===== src/sv/mroe_pkg.sv =====
// Shared types and constants for the matrix row operation engine.
// Holds the item and result payloads, operation and register codes, and FSM states.
// No dependencies.
package mroe_pkg;

  localparam int DEF_MAX_ROWS = 16;
  localparam int DEF_MAX_COLS = 16;

  localparam int DATA_W     = 32;
  localparam int CFG_IDX_W  = 2;
  localparam int CFG_DATA_W = 5;

  localparam logic [CFG_DATA_W-1:0] NUM_EQ_RST  = 5'd16;
  localparam logic [CFG_DATA_W-1:0] NUM_UNK_RST = 5'd16;

  typedef enum logic [2:0] {
    FUNC_WRITE = 3'd0,
    FUNC_READ  = 3'd1,
    FUNC_SWAP  = 3'd2,
    FUNC_SCALE = 3'd3,
    FUNC_SUB   = 3'd4
  } func_e;

  typedef enum logic [CFG_IDX_W-1:0] {
    CFG_NUM_EQ  = 2'd0,
    CFG_NUM_UNK = 2'd1
  } cfg_idx_e;

  typedef enum logic [1:0] {
    ST_IDLE,
    ST_ISSUE,
    ST_DRAIN
  } state_e;

  typedef struct packed {
    logic [2:0]               func;
    logic [3:0]               row_a;
    logic [3:0]               row_b;
    logic [4:0]               column;
    logic signed [DATA_W-1:0] value;
  } item_t;

  typedef struct packed {
    logic signed [DATA_W-1:0] read_value;
    logic                     status;
    logic                     saturated;
  } result_t;

  typedef struct packed {
    logic  valid;
    func_e func;
  } stage_t;

endpackage


===== src/sv/mroe_alu.sv =====
// Read-modify-write datapath: product register, floor shift, subtract, clamp and write back.
// Swap writes the two rows on consecutive cycles; read captures the element.
// Depends on mroe_pkg.
module mroe_alu #(
  parameter int MAX_ROWS = mroe_pkg::DEF_MAX_ROWS,
  parameter int MAX_COLS = mroe_pkg::DEF_MAX_COLS
) (
  input  logic                                  clk_i,
  input  logic                                  rst_ni,
  input  mroe_pkg::stage_t                      iss_i,
  input  logic [$clog2(MAX_COLS+1)-1:0]         iss_col_i,
  input  logic [$clog2(MAX_ROWS)-1:0]           row_a_i,
  input  logic [$clog2(MAX_ROWS)-1:0]           row_b_i,
  input  logic signed [mroe_pkg::DATA_W-1:0]    value_i,
  input  logic signed [mroe_pkg::DATA_W-1:0]    rd_data_a_i,
  input  logic signed [mroe_pkg::DATA_W-1:0]    rd_data_b_i,
  output logic                                  wr_en_o,
  output logic [$clog2(MAX_ROWS)-1:0]           wr_row_o,
  output logic [$clog2(MAX_COLS+1)-1:0]         wr_col_o,
  output logic signed [mroe_pkg::DATA_W-1:0]    wr_data_o,
  output logic                                  sat_o,
  output logic                                  idle_o,
  output logic signed [mroe_pkg::DATA_W-1:0]    read_data_o
);
  import mroe_pkg::*;

  localparam int CW     = $clog2(MAX_COLS+1);
  localparam int PROD_W = 2 * DATA_W;

  localparam logic signed [DATA_W-1:0] Q_MAX = {1'b0, {(DATA_W-1){1'b1}}};
  localparam logic signed [DATA_W-1:0] Q_MIN = {1'b1, {(DATA_W-1){1'b0}}};

  stage_t                   s1_q, s2_q;
  logic [CW-1:0]            s1_col_q, s2_col_q, s3_col_q;
  logic                     s3_vld_q;
  logic signed [DATA_W-1:0] s3_data_q;
  logic signed [PROD_W-1:0] prod_d, prod_q;
  logic signed [DATA_W-1:0] a_q, b_q, rd_q;
  logic signed [DATA_W-1:0] src;
  logic signed [PROD_W-1:0] shifted, mod_val;
  logic                     ovf;
  logic signed [DATA_W-1:0] clamped;

  assign src    = (s1_q.func == FUNC_SUB) ? rd_data_b_i : rd_data_a_i;
  assign prod_d = src * value_i;

  always_ff @(posedge clk_i or negedge rst_ni) begin
    if (!rst_ni) begin
      s1_q     <= '0;
      s2_q     <= '0;
      s3_vld_q <= 1'b0;
    end else begin
      s1_q     <= iss_i;
      s2_q     <= s1_q;
      s3_vld_q <= s2_q.valid && (s2_q.func == FUNC_SWAP);
    end
  end

  always_ff @(posedge clk_i) begin
    s1_col_q  <= iss_col_i;
    s2_col_q  <= s1_col_q;
    s3_col_q  <= s2_col_q;
    prod_q    <= prod_d;
    a_q       <= rd_data_a_i;
    b_q       <= rd_data_b_i;
    s3_data_q <= a_q;
    if (s1_q.valid && (s1_q.func == FUNC_READ)) begin
      rd_q <= rd_data_a_i;
    end
  end

  always_comb begin
    shifted = prod_q >>> 16;
    if (s2_q.func == FUNC_SUB) begin
      mod_val = {{DATA_W{a_q[DATA_W-1]}}, a_q} - shifted;
    end else begin
      mod_val = shifted;
    end
    ovf     = !((&mod_val[PROD_W-1:DATA_W-1]) || !(|mod_val[PROD_W-1:DATA_W-1]));
    clamped = ovf ? (mod_val[PROD_W-1] ? Q_MIN : Q_MAX) : mod_val[DATA_W-1:0];
  end

  always_comb begin
    wr_en_o   = 1'b0;
    wr_row_o  = row_a_i;
    wr_col_o  = s2_col_q;
    wr_data_o = clamped;
    sat_o     = 1'b0;
    if (s3_vld_q) begin
      wr_en_o   = 1'b1;
      wr_row_o  = row_b_i;
      wr_col_o  = s3_col_q;
      wr_data_o = s3_data_q;
    end else if (s2_q.valid) begin
      case (s2_q.func) inside
        FUNC_WRITE: begin
          wr_en_o   = 1'b1;
          wr_data_o = value_i;
        end
        FUNC_SCALE, FUNC_SUB: begin
          wr_en_o = 1'b1;
          sat_o   = ovf;
        end
        FUNC_SWAP: begin
          wr_en_o   = 1'b1;
          wr_data_o = b_q;
        end
        default: begin
          wr_en_o = 1'b0;
        end
      endcase
    end
  end

  assign idle_o      = !s1_q.valid && !s2_q.valid && !s3_vld_q;
  assign read_data_o = rd_q;

endmodule


===== config.mk =====
export PLATFORM = sky130hd
export DESIGN_NAME = mroe_alu
export DESIGN_NICKNAME = d
export VERILOG_FILES = /design/src/sv/mroe_pkg.sv /design/src/sv/mroe_alu.sv
export SDC_FILE = /design/constraint.sdc
export NUM_CORES = 2
export LEC_CHECK = 0
export BUFFER_PORTS_ARGS = -buffer_cell sky130_fd_sc_hd__buf_2
export CORE_MARGIN = 1
export CORE_UTILIZATION = 50
export DETAILED_ROUTE_END_ITERATION = 8
export GPL_TIMING_DRIVEN = 0
export PLACE_DENSITY = 0.67
export SLEW_MARGIN = 20
export SYNTH_ARGS = -nofsm -noshare
export SYNTH_HDL_FRONTEND = slang
export SYNTH_SLANG_ARGS = --single-unit

===== constraint.sdc =====
create_clock -name clk_i -period 23.9 [get_ports clk_i]
set_clock_uncertainty 0.15 [all_clocks]
set_input_delay 2.39 -clock clk_i [delete_from_list [all_inputs] [get_ports clk_i]]
set_output_delay 2.39 -clock clk_i [all_outputs]
set_load 0.005 [all_outputs]

Word level (Yosys, flattened, before mapping) --
Index checks and enable logic that the tools add are counted.
Storage, ports and cells: flip-flop bits (word level) 216, bits of input ports 115, output and inout bits 76, word-level logic and storage cells 54
Cells by class: add/subtract/negate cells 1, $mul 1, equal/unequal tests 5, mux-type cells 20, reductions and logical operators 14
Operator list (count):
- $mux 32 | 8
- $mul 32x32->64 | 1
- $mux 64 | 1
- $sub 32x48->49 | 1
- $reduce_and 33->1 | 1
- $reduce_or 33->1 | 1
- $mux 1 | 9
- $eq 3x2->1 const B | 2
- $eq 3x3->1 const B | 2
- $logic_not 1->1 | 5
- $mux 5 | 1
- $logic_and 1x1->1 | 4
- $mux 4 | 1
- $eq 3x1->1 const B | 1
- $logic_not 3->1 | 1
- $reduce_or 2->1 | 1
- $logic_or 1x1->1 | 1

Depth between registers and ports, before layout --
depth in word-level cells 11, mapped depth 32, gate-level depth less buffers 30

Worst setup path after synthesis --
Ideal clock, no wire load.
path kind input-to-reg, start input port rd_data_b_i[31] in the netlist's numbering, end register prod_q[63], setup time 0.121 ns, data arrival time 9.941 ns, data required time 23.629 ns, setup slack 13.688 ns, cell stages on the path 25, buffers on the path 1, cell sequence mux2_2 > clkbuf_1 > nand2_1 > inv_1 > fa_1 > fa_1 > fa_1 > fa_1 > fa_1 > fa_1 > fa_1 > fa_1 > ha_1 > a21o_1 > a21o_1 > a21o_1 > a21o_1 > a21o_1 > a21o_1 > a21oi_1 > a211oi_1 > or3_1 > a221oi_1 > o21ba_2 > xnor2_1
On the way: cells in the longest elaborated chain, start to end 2
RTL lines:
- start: declaration | line mroe_alu.sv:16 | input logic signed [mroe_pkg::DATA_W-1:0] rd_data_b_i,
- $mux 32 | line mroe_alu.sv:44 | assign src = (s1_q.func == FUNC_SUB) ? rd_data_b_i : rd_data_a_i;
- $mul 32x32->64 | line mroe_alu.sv:45 | assign prod_d = src * value_i;
- named net prod_d[63] | line mroe_alu.sv:37 | logic signed [PROD_W-1:0] prod_d, prod_q;
- end signal: assignment | line mroe_alu.sv:63 | prod_q <= prod_d;
- end: declaration | line mroe_alu.sv:37
The timed path passes the listed nets, and every way through them passes these cells. A chain may end at the register's enable or synchronous reset.

Final worst setup path --
start register s1_q[2] in the netlist's numbering, end register prod_q[63]
On the way: cells in the longest elaborated chain, start to end 3
RTL lines:
- start: declaration | line mroe_alu.sv:33 | stage_t s1_q, s2_q;
- start signal: assignment | line mroe_alu.sv:53 | s1_q <= iss_i;
- $eq 3x3->1 | line mroe_alu.sv:44
- $mux 32 | line mroe_alu.sv:44
- $mul 32x32->64 | line mroe_alu.sv:45
- named net prod_d[63] | line mroe_alu.sv:37
The timed path passes the listed nets, and every way through them passes these cells.

==> flow_summary.yaml <==
synthesis:
  synthTopCellsByCount: "fa_1 (1082), inv_1 (1036), nand2_1 (645)"
  synth_warnings: 0
  synthCells: 5028
  synth_most_common_cell: "fa_1"
  synth_edf_count: 32
  synth.cell_area_um2: 46380
  yosys_most_used_dff: "dfxtp_1"
  async_flop_share_pct: 4.500
  yosys.area.top_type: "fa_1"
  syn-num-nets: 6453
  synth-seq-cells: 200
  synth.distinct_cells: 91
  seq_area_frac_synth_pct: 9.421
  ys_top_cells_by_area: "fa_1 (47%), inv_1 (8.4%), dfxtp_1 (6.9%)"
  synth_top_area_share_pct: 46.70
  syn_avg_cell_area_um2: 9.224
clock_tree:
  postCtsSetupBuffers: 0
  cts_tree: "built"
  cts_sinks: 200
  cts_root_buf: "clkbuf_16"
  clk_path_buf_depth: 2
  cts.clk_slew.worst_paths_ns: 0.09
  cts_made_buffers: 17
  clk_latency_ns: 0.48
  ctsResizeCount: 0
  cts_max_level: 4
  postCtsHoldBufs: 0
setup_path:
  cp_common_cell: "fa_1"
  r2r-start: "s1_q[2]"
  r2r_cells: 31
  critical_path.endpoint_type: "register"
  critPathSlowestCell: "nor3b_1"
  critPathMaxFanout: 10
  critPathArrivalTime_ns: 12.26
  critPathLaunchType: "register"
  required_ns: 24.12
  r2r_setup_slack_ns: 11.86
  path_class: "register to register"
  cp_slowest_stage_delay_ns: 0.92
  rr_endpoint: "prod_q[63]"
die:
  core_um2: 91800
  die-area_um2: 93980
  rows: 111
  die_height_um: 306.6
  ios: 191
  chipWidth_um: 306.6
  initial_core_util_pct: 50.52
cells_and_area:
  areaGrowthSynthToFinish_pct: 7.122
  final_cells: 6520
  final_area_um2: 49680
  drive_gt1_share_pct: 6.965
  nets: 6667
drt:
  num_vias: 37500
  antenna_left: 0
  viasPerCell: 5.751
  dr.pass1.iters: 6
  drt_iter0_drc: 3937
  wl_per_cell_um: 27.50
  drt-total-wl_mm: 179.3
  drc_errors: 0
min_path:
  worstHoldStart: "s1_col_q[1]"
  hold_class: "register to register"
  min_delay_worst_endpoint: "s2_col_q[1]"
  hold_depth: 0
sta:
  tns_ns: 0
  max_freq_ghz: 0.08305
  period_share_pct: 50.38
  rsz0062_at_grt: "no"
  hold_violations: 0
  slew_viol_final: 0
  slew_headroom_pct: 10.59
  tightest_slew_ns: 1.341
  setup_viol: 0
  fin_crit_ns: 12.04
outcome:
  status: "completed"
global_route:
  grt_pass1_vias: 38930
  grt_usage_pct: 39.06
  grt_overflow: 0
  antenna_found_initial: 21
  grt_max_degree: 26
  grt_pass1_wl_mm: 260.2
placed_design:
  dp.cells: 6465
  placed_cell_area_um2: 48950
  dp_hpwl_mm: 147.8
  io_buffers: 190
  gp_congestion: 1.050
flow_run:
  max_cap_viol_count: 0
## metrics by stage
stage | setup WS (ns) | util (%) | hold slack, ns
finish | 11.86 | 54.12 | 0.1759
floorplan | 13.69 | - | 0.1596
detailed placement | 11.69 | 53.32 | 0.1621
CTS | 11.95 | 54.04 | 0.1783
global route | 11.46 | 54.07 | 0.1960
global placement | 10.58 | 53.25 | 0.1617
## layout make-up
cell class                 instances  area [um2]
antenna                           22       55.05
buffer                           271        1200
clock buffer                      17       425.4
clock inverter                    15       230.2
fill                            8413       42120
inverter                        1036        3889
multi-input combinational       3521       36960
sequential                       200        4369
tap                             1243        1555
timing repair buffer             195       998.5
## metal layers
layer / vias up / part of all wire (%) / global-route usage (%)
li1: 15500 / - / -
met1: 18990 / 37 / 50.35
met2: 2430 / 43 / 58.49
met3: 564 / 13 / 11.65
met4: 12 / 6.8 / 22.73
met5: - / 0.046 / 0
## critical path, delay by kind of cell, from the launching register on
| family | cells | cell delay, ns |
|---|---|---|
| XOR/XNOR | 1 | 0.17 |
| flip-flops | 1 | 0.42 |
| buffers and inverters | 7 | 2.30 |
| AND/OR/NAND/NOR | 5 | 1.76 |
| adder cells (fa/ha/maj) | 9 | 4.41 |
| AO/OA/AOI/OAI | 8 | 2.18 |
| multiplexers | 1 | 0.54 |
## kinds of logic after synthesis
| family | synth area share (%) |
|---|---|
| AOI/OAI and AO/OA | 6.418 |
| xor gates and xnor gates | 1.832 |
| adders and majority gates | 52.86 |
| buffers and inverters | 10.96 |
| DFF | 9.421 |
| muxes | 1.856 |
| and+or+nand+nor | 16.66 |
## layout by cell type (no fill, tap or decap), drive strengths merged, types with 16 or more instances in the layout
master,synthesis,layout
fa,1082,1082
nand3,54,54
diode,0,22
nor3,35,35
mux2,64,64
edfxtp,32,32
xnor2,59,59
o21a,16,16
nand2,645,645
nand4,31,31
clkbuf,247,264
dfxtp,159,159
nor2b,44,44
inv,1036,1048
ha,228,228
xor2,38,38
a21oi,116,116
nor2,192,192
o21ai,150,150
a21o,48,48
o211ai,29,29
and2,504,504
buf,23,218
## worst max path at each step
stage,cells past startpoint,start,slack [ns],to
final,31,s1_q[2],11.86,prod_q[63]
after global placement,29,rd_data_a_i[16],10.58,prod_q[63]
after CTS,31,s1_q[2],11.95,prod_q[63]
after global routing,33,s1_q[2],11.46,prod_q[63]
after floorplan,25,rd_data_b_i[31],13.69,prod_q[63]
after detailed placement,26,value_i[5],11.69,prod_q[63]
## state kept, by name, summed over array words and instances, names as in the netlist
register     flops
prod_q          48
a_q             32
s3_data_q       32
s1_col_q         5
s2_q             4
b_q             32
s3_vld_q         1
s2_col_q         5
read_data_o     32
s3_col_q         5
s1_q             4
Power is left out: the tool's default activity adds up to more than one toggle a clock period on the data nets, which glitch-free logic cannot reach.
