--- config.mk ---
export PLATFORM = sky130hd
export DESIGN_NAME = mroe_ctrl
export DESIGN_NICKNAME = d
export VERILOG_FILES = /design/src/sv/mroe_pkg.sv /design/src/sv/mroe_ctrl.sv
export SDC_FILE = /design/constraint.sdc
export NUM_CORES = 1
export LEC_CHECK = 0
export ABC_AREA = 1
export BUFFER_PORTS_ARGS = -buffer_cell sky130_fd_sc_hd__buf_4
export CELL_PAD_IN_SITES_DETAIL_PLACEMENT = 1
export CELL_PAD_IN_SITES_GLOBAL_PLACEMENT = 2
export CORE_MARGIN = 2
export CORE_UTILIZATION = 27
export DETAILED_ROUTE_END_ITERATION = 7
export PLACE_DENSITY_LB_ADDON = 0.1
export SLEW_MARGIN = 25
export SYNTH_ARGS = -nofsm -noshare
export SYNTH_HDL_FRONTEND = slang
export SYNTH_SLANG_ARGS = --single-unit
export TNS_END_PERCENT = 5
--- constraint.sdc ---
create_clock -name clk_i -period 3.1 [get_ports clk_i]
set_clock_uncertainty 0.1 [all_clocks]
set_input_delay 0.775 -clock clk_i [delete_from_list [all_inputs] [get_ports clk_i]]
set_output_delay 0.775 -clock clk_i [all_outputs]
set_load 0.02 [all_outputs]
--- src/sv/mroe_pkg.sv ---
// Shared types and constants for the matrix row operation engine.
// Holds the item and result payloads, operation and register codes, and FSM states.
// No dependencies.
package mroe_pkg;

  localparam int DEF_MAX_ROWS = 16;
  localparam int DEF_MAX_COLS = 16;

  localparam int DATA_W     = 32;
  localparam int CFG_IDX_W  = 2;
  localparam int CFG_DATA_W = 5;

  localparam logic [CFG_DATA_W-1:0] NUM_EQ_RST  = 5'd16;
  localparam logic [CFG_DATA_W-1:0] NUM_UNK_RST = 5'd16;

  typedef enum logic [2:0] {
    FUNC_WRITE = 3'd0,
    FUNC_READ  = 3'd1,
    FUNC_SWAP  = 3'd2,
    FUNC_SCALE = 3'd3,
    FUNC_SUB   = 3'd4
  } func_e;

  typedef enum logic [CFG_IDX_W-1:0] {
    CFG_NUM_EQ  = 2'd0,
    CFG_NUM_UNK = 2'd1
  } cfg_idx_e;

  typedef enum logic [1:0] {
    ST_IDLE,
    ST_ISSUE,
    ST_DRAIN
  } state_e;

  typedef struct packed {
    logic [2:0]               func;
    logic [3:0]               row_a;
    logic [3:0]               row_b;
    logic [4:0]               column;
    logic signed [DATA_W-1:0] value;
  } item_t;

  typedef struct packed {
    logic signed [DATA_W-1:0] read_value;
    logic                     status;
    logic                     saturated;
  } result_t;

  typedef struct packed {
    logic  valid;
    func_e func;
  } stage_t;

endpackage

--- src/sv/mroe_ctrl.sv ---
// Sequencer: configuration registers, range checks, column issue counter and result register.
// Drives the memory read ports and the datapath stage control.
// Depends on mroe_pkg.
module mroe_ctrl #(
  parameter int MAX_ROWS = mroe_pkg::DEF_MAX_ROWS,
  parameter int MAX_COLS = mroe_pkg::DEF_MAX_COLS
) (
  input  logic                                  clk_i,
  input  logic                                  rst_ni,
  input  logic                                  start,
  output logic                                  busy,
  input  mroe_pkg::item_t                       item_i,
  output logic                                  done_o,
  output mroe_pkg::result_t                     result_o,
  input  logic                                  cfg_valid_i,
  output logic                                  cfg_ready_o,
  input  logic [mroe_pkg::CFG_IDX_W-1:0]        cfg_index_i,
  input  logic [mroe_pkg::CFG_DATA_W-1:0]       cfg_data_i,
  output mroe_pkg::stage_t                      iss_o,
  output logic [$clog2(MAX_COLS+1)-1:0]         iss_col_o,
  output logic [$clog2(MAX_ROWS)-1:0]           row_a_o,
  output logic [$clog2(MAX_ROWS)-1:0]           row_b_o,
  output logic signed [mroe_pkg::DATA_W-1:0]    value_o,
  input  logic                                  alu_idle_i,
  input  logic                                  alu_sat_i,
  input  logic signed [mroe_pkg::DATA_W-1:0]    read_data_i
);
  import mroe_pkg::*;

  localparam int RW = $clog2(MAX_ROWS);
  localparam int CW = $clog2(MAX_COLS+1);

  state_e                   state_q, state_d;
  logic [CFG_DATA_W-1:0]    num_eq_q, num_unk_q;
  logic [CW-1:0]            k_q, k_d;
  logic                     ph_q, ph_d;
  logic                     sat_q, sat_d;
  logic                     done_q, done_d;
  result_t                  result_q, result_d;
  func_e                    func_q;
  logic [RW-1:0]            ra_q, rb_q;
  logic [CW-1:0]            col_q, nc_q;
  logic signed [DATA_W-1:0] value_q;

  logic                     accept;
  logic                     a_ok, b_ok, c_ok, dec_err;
  logic [CW-1:0]            nc_eff;
  stage_t                   iss;
  logic [CW-1:0]            iss_col;
  logic                     last;

  assign busy        = (state_q != ST_IDLE);
  assign accept      = start && !busy;
  assign cfg_ready_o = 1'b1;

  always_comb begin
    nc_eff = (int'(num_unk_q) > MAX_COLS) ? CW'(MAX_COLS) : CW'(num_unk_q);
    a_ok   = (int'(item_i.row_a) < int'(num_eq_q)) && (int'(item_i.row_a) < MAX_ROWS);
    b_ok   = (int'(item_i.row_b) < int'(num_eq_q)) && (int'(item_i.row_b) < MAX_ROWS);
    c_ok   = (int'(item_i.column) < int'(nc_eff)) || (int'(item_i.column) == MAX_COLS);
    unique case (item_i.func) inside
      FUNC_WRITE, FUNC_READ: dec_err = !a_ok || !c_ok;
      FUNC_SWAP, FUNC_SUB:   dec_err = !a_ok || !b_ok;
      FUNC_SCALE:            dec_err = !a_ok;
      default:               dec_err = 1'b1;
    endcase
  end

  always_ff @(posedge clk_i or negedge rst_ni) begin
    if (!rst_ni) begin
      num_eq_q  <= NUM_EQ_RST;
      num_unk_q <= NUM_UNK_RST;
    end else if (cfg_valid_i) begin
      unique case (cfg_index_i)
        CFG_NUM_EQ:  num_eq_q  <= cfg_data_i;
        CFG_NUM_UNK: num_unk_q <= cfg_data_i;
        default:     num_eq_q  <= num_eq_q;
      endcase
    end
  end

  always_comb begin
    iss      = '0;
    iss.func = func_q;
    iss_col  = col_q;
    last     = 1'b0;
    if (state_q == ST_ISSUE) begin
      unique case (func_q) inside
        FUNC_SWAP: begin
          iss.valid = !ph_q;
          iss_col   = k_q;
          last      = (k_q == CW'(MAX_COLS));
        end
        FUNC_SCALE, FUNC_SUB: begin
          iss.valid = 1'b1;
          last      = (k_q == nc_q);
          iss_col   = last ? CW'(MAX_COLS) : k_q;
        end
        default: begin
          iss.valid = 1'b1;
          last      = 1'b1;
        end
      endcase
    end
  end

  always_comb begin
    state_d = state_q;
    unique case (state_q)
      ST_IDLE:  if (accept && !dec_err) state_d = ST_ISSUE;
      ST_ISSUE: if (iss.valid && last)  state_d = ST_DRAIN;
      ST_DRAIN: if (alu_idle_i)         state_d = ST_IDLE;
      default:  state_d = ST_IDLE;
    endcase
  end

  always_comb begin
    k_d   = k_q;
    ph_d  = ph_q;
    sat_d = sat_q | alu_sat_i;
    if (accept) begin
      k_d   = '0;
      ph_d  = 1'b0;
      sat_d = 1'b0;
    end else if (state_q == ST_ISSUE) begin
      ph_d = !ph_q;
      if (iss.valid) begin
        k_d = k_q + CW'(1);
      end
    end
    done_d              = (accept && dec_err) || ((state_q == ST_DRAIN) && alu_idle_i);
    result_d.status     = accept && dec_err;
    result_d.read_value = ((state_q == ST_DRAIN) && (func_q == FUNC_READ)) ? read_data_i : '0;
    result_d.saturated  = (state_q == ST_DRAIN) && sat_q;
  end

  always_ff @(posedge clk_i or negedge rst_ni) begin
    if (!rst_ni) begin
      state_q <= ST_IDLE;
      k_q     <= '0;
      ph_q    <= 1'b0;
      sat_q   <= 1'b0;
      done_q  <= 1'b0;
    end else begin
      state_q <= state_d;
      k_q     <= k_d;
      ph_q    <= ph_d;
      sat_q   <= sat_d;
      done_q  <= done_d;
    end
  end

  always_ff @(posedge clk_i) begin
    if (done_d) begin
      result_q <= result_d;
    end
    if (accept && !dec_err) begin
      func_q  <= func_e'(item_i.func);
      ra_q    <= RW'(item_i.row_a);
      rb_q    <= RW'(item_i.row_b);
      col_q   <= CW'(item_i.column);
      nc_q    <= nc_eff;
      value_q <= item_i.value;
    end
  end

  assign done_o    = done_q;
  assign result_o  = result_q;
  assign iss_o     = iss;
  assign iss_col_o = iss_col;
  assign row_a_o   = ra_q;
  assign row_b_o   = rb_q;
  assign value_o   = value_q;

endmodule

# Word-level counts from Yosys, hierarchy flattened
# Cells that the tools add are included.
# totals
register_bits	107
inputBits	93
out_inout_bits	86
word_cells	88
# classes
n_addsub	1
n_lt_le_gt_ge	4
eq_ne	17
n_mux	19
bitwise_logic	1
n_reduce_logical	30
# op_table
operator	count
$mux 5	6
$eq 3x2->1 const B	4
$eq 5x5->1 const B	2
$lt 4x5->1	2
$pmux 5 s2	1
$logic_and 1x1->1	7
$eq 3x1->1 const B	2
$eq 3x3->1 const B	2
$logic_not 1->1	6
$mux 1	6
$mux 2	3
$pmux 2 s3	1
$reduce_and 2->1	3
$reduce_bool 2->1	3
$reduce_or 2->1	3
$add 5x1->5 const B	1
$eq 5x5->1	1
$gt 5x5->1 const B	1
$lt 5x5->1	1
$eq 2x1->1 const B	2
$logic_not 2->1	2
$logic_or 1x1->1	4
$ne 2x2->1 const B	2
$logic_not 3->1	1
6 further kinds	6

# Longest topological paths before layout
# depth
word_depth	11
mapped_depth	15
depth_no_buf	15

# Worst setup path after synthesis
# Ideal clock, no wire load.
# synth_timing
path_kind	input-to-reg
from	input port item_i[34] (netlist bit)
to	register col_q[0] (enable)
setup_ns	0.407
arrival_time_ns	2.640
required_time_ns	2.593
path_slack_ns	-0.048
stages	9
n_path_buf	0
path_cell_list	ha_1 > a21oi_1 > o21a_1 > nand2_1 > nand2_1 > nand2_1 > nand2_1 > nand3_1 > inv_1
# synth_between
elab_chain_len	7
word_cells_on_any_way	8
cone_classes	order compare (1); eq/ne (1); mux (1); reduce/logical (5)
# synth_rtl
element	line_no	source
from (decl)	mroe_ctrl.sv:12	input mroe_pkg::item_t item_i,
$lt 5x5->1 or $eq 5x5->1 (tied branches)	mroe_ctrl.sv:60	c_ok = (int'(item_i.column) < int'(nc_eff)) || (int'(item_i.column) == MAX_COLS);
$logic_or 1x1->1 (*)	mroe_ctrl.sv:60	
$logic_not 1->1 (*)	mroe_ctrl.sv:62	FUNC_WRITE, FUNC_READ: dec_err = !a_ok || !c_ok;
$logic_or 1x1->1 (*)	mroe_ctrl.sv:62	
$pmux 1 s3 (*)	mroe_ctrl.sv:61	unique case (item_i.func) inside
$logic_not 1->1 (*)	mroe_ctrl.sv:157	if (accept && !dec_err) begin
$logic_and 1x1->1 (*)	mroe_ctrl.sv:157	
to (signal assigned)	mroe_ctrl.sv:161	col_q <= CW'(item_i.column);
to (decl)	mroe_ctrl.sv:42	logic [CW-1:0] col_q, nc_q;
# Mark *: on every way between the ends. The rest lies on a longest branch, timed or not.
# A chain may end at the register's enable or synchronous reset.

# Worst setup path after layout
# layout_timing
from	register func_q[2]
to	output port iss_col_o[1]
# layout_between
elab_chain_len	4
word_cells_on_any_way	6
cone_classes	eq/ne (3); mux (2); reduce/logical (1)
# layout_rtl
element	line_no	source
from (decl)	mroe_ctrl.sv:40	func_e func_q;
from (signal assigned)	mroe_ctrl.sv:158	func_q <= func_e'(item_i.func);
$eq 3x2->1 (no line) or $eq 3x3->1 (tied branches)	-	
$reduce_or 2->1	mroe_ctrl.sv:88	unique case (func_q) inside
$pmux 5 s2 (*)	mroe_ctrl.sv:88	
$mux 5 (*)	mroe_ctrl.sv:87	if (state_q == ST_ISSUE) begin
to (decl)	mroe_ctrl.sv:20	output logic [$clog2(MAX_COLS+1)-1:0] iss_col_o,
# Marks and branches as above.

==> impl_metrics.toml <==
[place]
dp.cells = 759
port_buffers = 177
place_congestion = 0.769
place_ws_ps = 448
place.detailed.hpwl_microns = 8760

[cts]
cts_num_sinks = 107
clkLatencyLatePin_ps = 350
hold_buffers = 0
cts_tree = "built"
ctsResizeCount = 0
clk_transition_reported_paths_ps = 70
cts_buffers = 9
post-cts-setup-buffers = 0
clockBufferDepth = 2
cts-root-buf = "clkbuf_16"
cts_max_level = 3

[synth]
synth_area_per_cell_sq_um = 11.9
synth_top_area_frac = 0.595
netlist_area_sq_mm = 0.00439
synthCells = 368
seq_area_frac_synth = 0.709
synth_nets = 473
ys_warn_count = 0
synth_largest_area_cell = "edfxtp_1"
synth.area.top_cells = "edfxtp_1 59%, dfrtp_1 10%, inv_1 6.3%"
ys_ff_latch = 107
ys_types = 30

[finish]
layout_commonest_cell = "buf_4"
fin_cells = 775
area_delta_synth_final_pct = 43.6
final_nets = 659
multi_input_area_sq_um = 941
nFillCells = 1814
layout-drive-gt1-share = 0.381
layout_common_cells = "178 x buf_4, 87 x edfxtp_1, 73 x inv_1"
seqCellArea_sq_mm = 0.00312
n_antenna_cell = 0

[routing]
vias = 3148
drc = 0
drt-total-wl_microns = 11200
firstDrtPassIters = 4
ant_nets = 0
routedWlPerCell_microns = 14.5
dr.first_iter.drc_count = 125
vias_per_cell = 4.06

[timing]
rsz0062_at_grt = "no"
hold_violations = 0
setup_viol = 0
tns_ps = 0
worst_pin_slew_ps = 668
period_needed_ps = 2730
max-slew-margin-rel = 0.554
maxSlewViolCount = 0
fin_ws_ps = 367
fin_crit_sh = 0.882
clock.fmax_mhz = 366

[status]
outcome = "finished, final reports clean"

[global_routing]
antenna_found_initial = 0
grt.total_usage = 0.135
grt_first_pass_wirelength_microns = 18100
grt-ovfl-total = 0
first_global_vias = 3454
grt_max_degree = 41

[critical_path]
start_kind = "flop"
critPathKind = "reg2out"
reg2reg_depth = 14
worstPathMaxFanout = 4
worstPathArrival_ps = 1860
cp-end-kind = "output port"
worst_r2r_endpoint = "value_o[25]$_DFFE_PP_"
rrSetupSlack_ps = 590
required_ps = 2220
reg2reg_from = "num_unk_q[0]$_DFFE_PN0P_"

[job]
maxCapViolations = 0

[die]
io-pin-count = 179
die_area_sq_mm = 0.0173
start_util = 0.277
die_width_microns = 132
rows = 46
die_y_microns = 132
core_area_sq_mm = 0.0159

[power_and_ir_drop]
ir_drop_mv = 0.282
p_leak_nw = 2.93
power.density_mw_per_mm2 = 714

[min_path]
hold_class = "in2async"
[metal layers]
layer | track usage | routed length (microns) | up-vias
li1 | - | - | 1559
met1 | 0.156 | 4590 | 1467
met2 | 0.230 | 5610 | 109
met3 | 0.0432 | 803 | 13
met4 | 0.0592 | 231 | 0
met5 | 0 | 0 | -
[critical path: stages (launching register included)]
cell      delay (ps)
edfxtp_1         470
nor2_4           150
nor2_1            50
nor2_1           120
nor2_1            70
inv_2             90
nand3_1          140
o21ai_0          250
buf_4            190
[final cells by class]
class / count / area share
Tap cell: 216 / 0.0428
Sequential cell: 107 / 0.494
Multi-Input combinational cell: 178 / 0.149
Clock buffer: 9 / 0.0357
Clock inverter: 7 / 0.0133
Timing Repair Buffer: 180 / 0.218
Inverter: 78 / 0.0470
[stage by stage]
step	total power [W]	util	hold slack (ps)	instance area [sq um]
finish	0.00450	0.397	217	6310
detailed placement	0.00337	0.378	385	6000
CTS	0.00458	0.397	205	6310
floorplan	0.00274	-	353	4400
global route	0.00476	0.397	220	6310
global placement	0.00335	0.378	376	6000
[report_power, final]
group	leakage, nW	internal, W	switching, W	total (W)
Clock	0.149	0.000643	0.000552	0.00119
Sequential	1.07	0.00189	0.000121	0.00201
Combinational	1.72	0.000501	0.000797	0.00130
Total	2.93	0.00303	0.00147	0.00450
[cells by family after synthesis]
family	synth area share
DFF	0.709
AOI/OAI and AO/OA	0.0444
adders and majority gates	0.0342
buffers and inverters	0.0769
other	0.000853
and+or+nand+nor	0.127
xor gates and xnor gates	0.00797
[cell usage after synthesis]
master,count
a21boi_0,1
a21oi_1,9
a31o_2,1
buf_4,1
buf_6,3
clkbuf_1,1
conb_1,1
dfrtp_1,18
dfstp_2,2
edfxtp_1,87
ha_1,12
inv_1,74
inv_2,4
nand2_1,50
nand2_2,4
nand3_1,7
nand3_2,1
nand3b_1,1
nand4_1,3
nor2_1,53
nor2_4,2
nor2_8,1
nor3_1,3
nor3_4,1
o21a_1,1
o21ai_0,19
o21ai_1,3
o21ai_4,1
xnor2_1,1
xor2_1,3
[worst max-delay path by stage]
stage	depth (start not counted)	endpoint	slack, ps	startpoint
floorplan	9	col_q[0]$_DFFE_PP_	240	item_i[36]
global placement	11	value_o[6]$_DFFE_PP_	470	item_i[34]
detailed placement	11	value_o[28]$_DFFE_PP_	450	item_i[34]
CTS	8	iss_col_o[1]	350	func_q[2]$_DFFE_PP_
global route	8	iss_col_o[2]	160	func_q[2]$_DFFE_PP_
finish	8	iss_col_o[1]	370	func_q[2]$_DFFE_PP_
[flip-flops by register name, indices dropped and copies added, names as in the netlist]
signal / cells
row_b_o: 4
done_o: 1
nc_q: 5
num_eq_q: 5
sat_q: 1
ph_q: 1
num_unk_q: 5
k_q: 5
func_q: 3
col_q: 5
value_o: 32
row_a_o: 4
result_o: 34
state_q: 2
Note: power is estimated with default switching activity, not from simulation.
